`src/hw/rtl/tsh_pkg.sv`:
```
// ----------------------------------------------------------------------------
// Tar stream header checker package
// Shared types, field offsets and character codes for the header checker.
// ----------------------------------------------------------------------------
package tsh_pkg;

    localparam int unsigned BLOCK_BYTES = 512;
    localparam int unsigned OFF_W       = $clog2(BLOCK_BYTES);
    localparam int unsigned SIZE_W      = 64;
    localparam int unsigned BLK_LEFT_W  = SIZE_W - OFF_W;
    localparam int unsigned SUM_W       = 17;
    localparam int unsigned CK_W        = 21;
    localparam int unsigned CK_CNT_W    = 3;
    localparam int unsigned SZ_CNT_W    = 4;

    typedef logic [OFF_W-1:0] offset_t;

    // Header field positions within a 512-byte block.
    localparam offset_t SIZE_FIRST_OFF = offset_t'(124);
    localparam offset_t SIZE_LAST_OFF  = offset_t'(135);
    localparam offset_t CK_FIRST_OFF   = offset_t'(148);
    localparam offset_t CK_LAST_OFF    = offset_t'(155);
    localparam offset_t MAGIC_OFF      = offset_t'(257);
    localparam offset_t LAST_OFF       = offset_t'(BLOCK_BYTES - 1);

    // Digit limits of the octal fields, as last digit index.
    localparam logic [CK_CNT_W-1:0] CK_LAST_DIGIT = CK_CNT_W'(6);
    localparam logic [SZ_CNT_W-1:0] SZ_LAST_DIGIT = SZ_CNT_W'(10);

    // Character codes and checksum constants.
    localparam logic [7:0] CHAR_A         = 8'h61;
    localparam logic [7:0] CHAR_U         = 8'h75;
    localparam logic [7:0] CHAR_SPACE     = 8'h20;
    localparam logic [7:0] CHAR_TAB       = 8'h09;
    localparam logic [7:0] CHAR_CR        = 8'h0D;
    localparam int unsigned CK_SPACES     = 256;
    localparam int unsigned MAGIC_A_BONUS = 20;

    // Result queue between the front and the output side.
    localparam int unsigned QUEUE_DEPTH = 4;
    localparam int unsigned QPTR_W      = $clog2(QUEUE_DEPTH);
    localparam int unsigned QCNT_W      = QPTR_W + 1;

    typedef enum logic [1:0] {
        PH_HEADER = 2'd0,
        PH_DATA   = 2'd1,
        PH_STOP   = 2'd2
    } phase_t;

    typedef enum logic [1:0] {
        KIND_HEADER  = 2'd0,
        KIND_DATA    = 2'd1,
        KIND_IGNORED = 2'd2
    } byte_kind_t;

    typedef enum logic [1:0] {
        ST_OK       = 2'd0,
        ST_END      = 2'd1,
        ST_MISMATCH = 2'd2
    } header_status_t;

    typedef struct packed {
        logic [7:0]        out_byte;
        byte_kind_t        byte_kind;
        logic              header_done;
        header_status_t    header_status;
        logic [SIZE_W-1:0] file_size;
    } result_t;

endpackage

```
`src/hw/rtl/tsh_front.sv`:
```
// ----------------------------------------------------------------------------
// Tar stream header checker front end
// Tracks block position and phase, parses header fields and forms one result
// for every accepted byte.
// ----------------------------------------------------------------------------
module tsh_front (
    input  logic              aclk,
    input  logic              aresetn,
    input  logic              cfg_wr,
    input  logic              cfg_bit,
    input  logic              in_fire,
    input  logic [7:0]        in_byte,
    output tsh_pkg::result_t  res
);

    function automatic logic is_space(input logic [7:0] c);
        is_space = (c == tsh_pkg::CHAR_SPACE) ||
                   ((c >= tsh_pkg::CHAR_TAB) && (c <= tsh_pkg::CHAR_CR));
    endfunction

    function automatic logic is_odigit(input logic [7:0] c);
        is_odigit = (c[7:3] == 5'b00110);
    endfunction

    logic                                decrypt_reg;
    tsh_pkg::phase_t                     phase_reg, phase_next;
    tsh_pkg::offset_t                    off_reg, off_next;
    logic [tsh_pkg::SUM_W-1:0]           sum_reg, sum_next;
    logic                                nz_reg, nz_next;
    logic [tsh_pkg::CK_W-1:0]            ck_reg, ck_next;
    logic [tsh_pkg::CK_CNT_W-1:0]        ck_cnt_reg, ck_cnt_next;
    logic                                ck_done_reg, ck_done_next;
    logic [tsh_pkg::SIZE_W-1:0]          acc_reg, acc_next;
    logic [tsh_pkg::SZ_CNT_W-1:0]        sz_cnt_reg, sz_cnt_next;
    logic                                sz_done_reg, sz_done_next;
    logic                                b256_reg, b256_next;
    logic                                magic_reg, magic_next;
    logic [tsh_pkg::BLK_LEFT_W-1:0]      blk_reg, blk_next;

    logic                                in_ck, in_sz;
    logic [tsh_pkg::SUM_W-1:0]           calc;
    logic [tsh_pkg::SIZE_W-1:0]          size_m1;

    always_comb begin
        in_ck   = (off_reg >= tsh_pkg::CK_FIRST_OFF) && (off_reg <= tsh_pkg::CK_LAST_OFF);
        in_sz   = (off_reg >= tsh_pkg::SIZE_FIRST_OFF) && (off_reg <= tsh_pkg::SIZE_LAST_OFF);
        calc    = sum_reg + tsh_pkg::SUM_W'(in_byte) + tsh_pkg::SUM_W'(tsh_pkg::CK_SPACES)
                + (magic_reg ? tsh_pkg::SUM_W'(tsh_pkg::MAGIC_A_BONUS) : '0);
        size_m1 = acc_reg - tsh_pkg::SIZE_W'(1);

        phase_next   = phase_reg;
        off_next     = off_reg;
        sum_next     = sum_reg;
        nz_next      = nz_reg;
        ck_next      = ck_reg;
        ck_cnt_next  = ck_cnt_reg;
        ck_done_next = ck_done_reg;
        acc_next     = acc_reg;
        sz_cnt_next  = sz_cnt_reg;
        sz_done_next = sz_done_reg;
        b256_next    = b256_reg;
        magic_next   = magic_reg;
        blk_next     = blk_reg;

        res.out_byte      = in_byte;
        res.byte_kind     = tsh_pkg::KIND_HEADER;
        res.header_done   = 1'b0;
        res.header_status = tsh_pkg::ST_OK;
        res.file_size     = '0;

        unique case (phase_reg)
            tsh_pkg::PH_HEADER: begin
                off_next = off_reg + tsh_pkg::offset_t'(1);
                nz_next  = nz_reg | (in_byte != 8'h00);
                // The checksum field's own bytes are kept out of the sum.
                if (!in_ck) begin
                    sum_next = sum_reg + tsh_pkg::SUM_W'(in_byte);
                end
                if (in_ck && !ck_done_reg) begin
                    if (is_odigit(in_byte)) begin
                        ck_next     = {ck_reg[tsh_pkg::CK_W-4:0], in_byte[2:0]};
                        ck_cnt_next = ck_cnt_reg + tsh_pkg::CK_CNT_W'(1);
                        if (ck_cnt_reg == tsh_pkg::CK_LAST_DIGIT) begin
                            ck_done_next = 1'b1;
                        end
                    end else if (!((ck_cnt_reg == '0) && is_space(in_byte))) begin
                        ck_done_next = 1'b1;
                    end
                end
                if (in_sz) begin
                    if ((off_reg == tsh_pkg::SIZE_FIRST_OFF) && in_byte[7]) begin
                        b256_next = 1'b1;
                    end else if (b256_reg) begin
                        acc_next = {acc_reg[tsh_pkg::SIZE_W-9:0], in_byte};
                    end else if (!sz_done_reg) begin
                        if (is_odigit(in_byte)) begin
                            acc_next    = {acc_reg[tsh_pkg::SIZE_W-4:0], in_byte[2:0]};
                            sz_cnt_next = sz_cnt_reg + tsh_pkg::SZ_CNT_W'(1);
                            if (sz_cnt_reg == tsh_pkg::SZ_LAST_DIGIT) begin
                                sz_done_next = 1'b1;
                            end
                        end else if (!((sz_cnt_reg == '0) && is_space(in_byte))) begin
                            sz_done_next = 1'b1;
                        end
                    end
                end
                if (off_reg == tsh_pkg::MAGIC_OFF) begin
                    magic_next   = (in_byte == tsh_pkg::CHAR_A);
                    res.out_byte = decrypt_reg ? tsh_pkg::CHAR_U : tsh_pkg::CHAR_A;
                end
                if (off_reg == tsh_pkg::LAST_OFF) begin
                    res.header_done = 1'b1;
                    if (!nz_next) begin
                        res.header_status = tsh_pkg::ST_END;
                        phase_next        = tsh_pkg::PH_STOP;
                    end else if ({{(tsh_pkg::CK_W - tsh_pkg::SUM_W){1'b0}}, calc} != ck_reg) begin
                        res.header_status = tsh_pkg::ST_MISMATCH;
                        phase_next        = tsh_pkg::PH_STOP;
                    end else begin
                        res.file_size = acc_reg;
                        if (acc_reg != '0) begin
                            blk_next   = size_m1[tsh_pkg::SIZE_W-1:tsh_pkg::OFF_W];
                            phase_next = tsh_pkg::PH_DATA;
                        end
                    end
                    sum_next     = '0;
                    nz_next      = 1'b0;
                    ck_next      = '0;
                    ck_cnt_next  = '0;
                    ck_done_next = 1'b0;
                    acc_next     = '0;
                    sz_cnt_next  = '0;
                    sz_done_next = 1'b0;
                    b256_next    = 1'b0;
                    magic_next   = 1'b0;
                end
            end
            tsh_pkg::PH_DATA: begin
                res.byte_kind = tsh_pkg::KIND_DATA;
                off_next      = off_reg + tsh_pkg::offset_t'(1);
                if (off_reg == tsh_pkg::LAST_OFF) begin
                    if (blk_reg == '0) begin
                        phase_next = tsh_pkg::PH_HEADER;
                    end else begin
                        blk_next = blk_reg - tsh_pkg::BLK_LEFT_W'(1);
                    end
                end
            end
            tsh_pkg::PH_STOP: begin
                res.byte_kind = tsh_pkg::KIND_IGNORED;
            end
            default: begin
                res.byte_kind = tsh_pkg::KIND_IGNORED;
                phase_next    = tsh_pkg::PH_STOP;
            end
        endcase
    end

    always_ff @(posedge aclk) begin
        if (!aresetn) begin
            decrypt_reg <= 1'b0;
        end else if (cfg_wr) begin
            decrypt_reg <= cfg_bit;
        end
    end

    always_ff @(posedge aclk) begin
        if (!aresetn) begin
            phase_reg   <= tsh_pkg::PH_HEADER;
            off_reg     <= '0;
            sum_reg     <= '0;
            nz_reg      <= 1'b0;
            ck_reg      <= '0;
            ck_cnt_reg  <= '0;
            ck_done_reg <= 1'b0;
            acc_reg     <= '0;
            sz_cnt_reg  <= '0;
            sz_done_reg <= 1'b0;
            b256_reg    <= 1'b0;
            magic_reg   <= 1'b0;
            blk_reg     <= '0;
        end else if (in_fire) begin
            phase_reg   <= phase_next;
            off_reg     <= off_next;
            sum_reg     <= sum_next;
            nz_reg      <= nz_next;
            ck_reg      <= ck_next;
            ck_cnt_reg  <= ck_cnt_next;
            ck_done_reg <= ck_done_next;
            acc_reg     <= acc_next;
            sz_cnt_reg  <= sz_cnt_next;
            sz_done_reg <= sz_done_next;
            b256_reg    <= b256_next;
            magic_reg   <= magic_next;
            blk_reg     <= blk_next;
        end
    end

endmodule

```
`config.mk`:
```
export PLATFORM = sky130hd
export DESIGN_NAME = tsh_front
export DESIGN_NICKNAME = d
export VERILOG_FILES = /design/src/hw/rtl/tsh_pkg.sv /design/src/hw/rtl/tsh_front.sv
export SDC_FILE = /design/constraint.sdc
export NUM_CORES = 1
export LEC_CHECK = 0
export BUFFER_PORTS_ARGS = -buffer_cell sky130_fd_sc_hd__buf_2
export CAP_MARGIN = 30
export CORE_MARGIN = 2
export CORE_UTILIZATION = 35
export DETAILED_ROUTE_END_ITERATION = 6
export PLACE_DENSITY = 0.52
export SLEW_MARGIN = 20
export SYNTH_ARGS = -nofsm -noshare
export SYNTH_HDL_FRONTEND = slang
export SYNTH_SLANG_ARGS = --single-unit
export TNS_END_PERCENT = 10
```
`constraint.sdc`:
```
create_clock -name aclk -period 8.3 [get_ports aclk]
set_clock_uncertainty 0.2 [all_clocks]
set_input_delay 1.245 -clock aclk [delete_from_list [all_inputs] [get_ports aclk]]
set_output_delay 1.245 -clock aclk [all_outputs]
set_load 0.02 [all_outputs]
```
==> results <==
- The count of cells resized by post-cts repair is 0.
- The post-route netlist has 11.07% of its cells at a drive strength greater than 1.
- The overall die height is 191.3 um.
- The data required time at the worst endpoint is 6.86 ns.
- The run finished with clean final reports.
- The placer congestion estimate is 0.8448.
- Summing all non-filler instances in the final layout gives an area of 13,630 um2.
- After detailed placement, the total cell area comes to 13,030 um2.
- The number of warnings printed during yosys synthesis is 0.
- Entering global routing, the biggest net connects 99 pins.
- Once placement completed, the tool counted placed cells totaling 2,093.
- The number of setup buffers added after CTS is 0.
- The mean instance size in the synthesized netlist is 7.412 um2.
- Setup violations remaining at the end of the flow were counted as 0.
- The residual DRC count is 0.
- The insertion delay of the later-clocked pin in the worst-skew pair is 0.46 ns.
- The final core utilization is 39.47%.
- STA classifies the critical path endpoint as a primary output.
- The worst-margin pin slew is 0.9733 ns.
- The share of the clock period used by the worst path is 88.78%.
- The register with the most flip-flops in the layout has 64 of them.
- For the final routed database, the setup TNS stands at 0 ns.
- The wire-length estimate of the detail-placed layout is 25,470 um.
- For this block, the via count after detailed routing is 11.94k.
- After global routing the overflow that remains totals 0.
- Measured against its own limit, the worst slew margin works out to 35.11%.
- The number of antenna violations at the first check in global routing came to 0.
- The flip-flop and latch count after synthesis is 181.
- The number of clock sinks is 181.
- The repair_antennas step left the layout with diodes totalling 0.
- The starting density of the core is 35.53%.
- The number of max-slew violations in the final report is 0.
- In the final routed layout, each cell accounts on average for 17.88 um.
- The floorplan has 68 rows.
- The total nets after synthesis is 1,692.
- The layout net count is 1,694.
- The path class of the tightest hold or removal check is reg -> reg.
- Static timing analysis puts the maximum clock frequency at 135.7 MHz.
- Once detail routing completed, the nets flagged for antenna violations numbered 0.
- The cell chosen for the clock root is clkbuf_16.
- Dividing total power by cell area gives a power density of 139.9 nW/um2.
- The clock transition at the registers of the reported paths is 0.07 ns.
- The post-synthesis cell count is 1,656.
- Excluding fillers, the count of instances in the completed layout stands at 2,126.
- The routed design could run at a clock period as short as 7.368 ns.
- TritonCTS built the clock tree.
- The number of buffers on the longest clock path is 2.
- The number of enable flip-flop cells after synthesis is 0.
- In the layout the commonest cells are nor2_1, dfxtp_1, a21oi_1.
- The area of the placeable core is 34,540 um2.
- The critical path arrival is 5.92 ns.
- In this run the horizontal extent of the chip is 191.3 um.
- The number of global-route vias before repair is 10.95k.
- The area of the mapped netlist is 12,270 um2.
- The pre-antenna-repair detailed-routing pass consisted of 5 iterations.
- The type of the setup path with the least slack is in -> out.
- The area growth from synthesis to layout is 11.08%.
- During placement, the flow inserted port buffers numbering 89.
- The largest fanout of any net on the critical path is 64.
- After detailed routing, the number of vias per cell comes to 5.616.
- Setup repair after global routing left no endpoint under its margin.
- For this design the top-level I/O count stands at 90.
- The count of final hold-check violations is 0.
- The count of H-tree levels built during CTS is 4.
- The number of library cell types mapped by synthesis is 81.
- The first global-routing pass estimated 61,240 um of wire.
- Global routing used 20.86% of the available tracks across all layers.
- Across the run, the number of max-cap violations was 0.
- The clock buffer count from CTS is 17.
- In this run the static leakage power is 5.066 nW.
- Summed over all layers, the routed wires come to 38,020 um.
- The worst vdd rail ir drop is 0.1349 mV.
- The worst setup path is launched from a primary input.
- For this run, asynchronously set or reset flops after synthesis account for 0%.
- The register area share after synthesis is 29.52%.
- For this design, the CTS-stage hold fixing added 0 buffers.
- The top flip-flop cell by instance count after synthesis is dfxtp_1.
- After the first detailed-routing iteration, the DRC count stood at 780.
- The floorplan step defined a die boundary enclosing 36,580 um2.
- Leaving out fill and tap cells, the most frequent cell in the layout is nor2_1.
-- synth_stat cells, types with 16 or more instances --
| cell | number | area share (%) |
|---|---|---|
| nand2b_1 | 16 | 0.82 |
| xnor2_1 | 41 | 2.9 |
| nand2_1 | 107 | 3.3 |
| mux2i_1 | 67 | 5.5 |
| and2_1 | 80 | 4.1 |
| inv_1 | 21 | 0.64 |
| a31oi_1 | 23 | 1.2 |
| o21ai_0 | 89 | 3.6 |
| or3_1 | 20 | 1.0 |
| xor2_1 | 35 | 2.5 |
| a21oi_1 | 168 | 6.9 |
| nor3_1 | 127 | 5.2 |
| nor3b_1 | 23 | 1.4 |
| nor2_1 | 196 | 6.0 |
| clkbuf_1 | 114 | 3.5 |
| dfxtp_1 | 181 | 30 |
| nand3_1 | 49 | 2.0 |
| nand4_1 | 18 | 0.92 |
| nor4_1 | 23 | 1.2 |
| ha_1 | 22 | 2.2 |
-- final cells by class --
type / count / area (um2)
clock buffer: 19 / 452.9
clock inverter: 13 / 143.9
tap: 455 / 569.3
inverter: 23 / 88.84
sequential: 181 / 3627
fill: 3677 / 20910
timing repair buffer: 109 / 615.6
multi-input combinational: 1326 / 8137
-- cell families (layout without fill, tap and decap cells) --
| group | Yosys count | in the layout | share of synthesized area (%) |
|---|---|---|---|
| XOR/XNOR | 78 | 78 | 5.790 |
| flip-flops | 181 | 181 | 29.52 |
| AO/OA/AOI/OAI | 426 | 426 | 21.68 |
| buffers and inverters | 149 | 164 | 4.659 |
| AND/OR/NAND/NOR | 729 | 729 | 30.20 |
| multiplexers | 70 | 70 | 5.739 |
| adder cells (fa/ha/maj) | 23 | 23 | 2.406 |
-- through the flow --
step / total power, mW / hold WS (ns) / setup WS (ns)
floorplan: 1.033 / 0.2262 / 1.715
global placement: 1.074 / 0.2362 / 1.182
detailed placement: 1.077 / 0.2419 / 0.9781
CTS: 1.925 / 0.2513 / 0.9749
global route: 1.982 / 0.2647 / 0.4184
finish: 1.908 / 0.2562 / 0.9316
-- final timing paths --
path / startpoint / end / slack, ns / cells past startpoint
max: in_byte[0] / res[53] / 0.93 / 21
min: ck_done_reg$_SDFFE_PN0P_ / ck_done_reg$_SDFFE_PN0P_ / 0.26 / 2
max reg2reg: sum_reg[0]$_SDFFE_PN0P_ / blk_reg[49]$_SDFFE_PN0P_ / 2.78 / 21
min reg2reg: ck_done_reg$_SDFFE_PN0P_ / ck_done_reg$_SDFFE_PN0P_ / 0.26 / 2
-- where the power goes --
group	internal [mW]	switching, mW
sequential	0.874	0.00589
clock	0.465	0.384
combinational	0.0638	0.116
total	1.40	0.505
-- per-layer routing --
metal  part of all wire (%)  track usage [%]
met5                      0                0
met2                     44            31.87
met4                    1.2            5.325
met3                    3.1            2.735
met1                     52            30.67
-- critical path, stage by stage --
cell,delay (ns)
buf_2,0.14
ha_1,0.21
inv_1,0.07
fa_1,0.39
nand2b_1,0.20
nand2b_1,0.10
a21oi_1,0.08
xnor2_1,0.15
ha_1,0.39
nand4b_1,0.12
mux2_2,0.29
and3_1,0.19
xnor2_1,0.14
a221oi_1,0.31
nor2_1,0.09
nor4_1,0.47
nand4_1,0.27
nor4_4,0.19
buf_4,0.46
and2_1,0.21
buf_2,0.16
(Power assumes the default switching activity.)
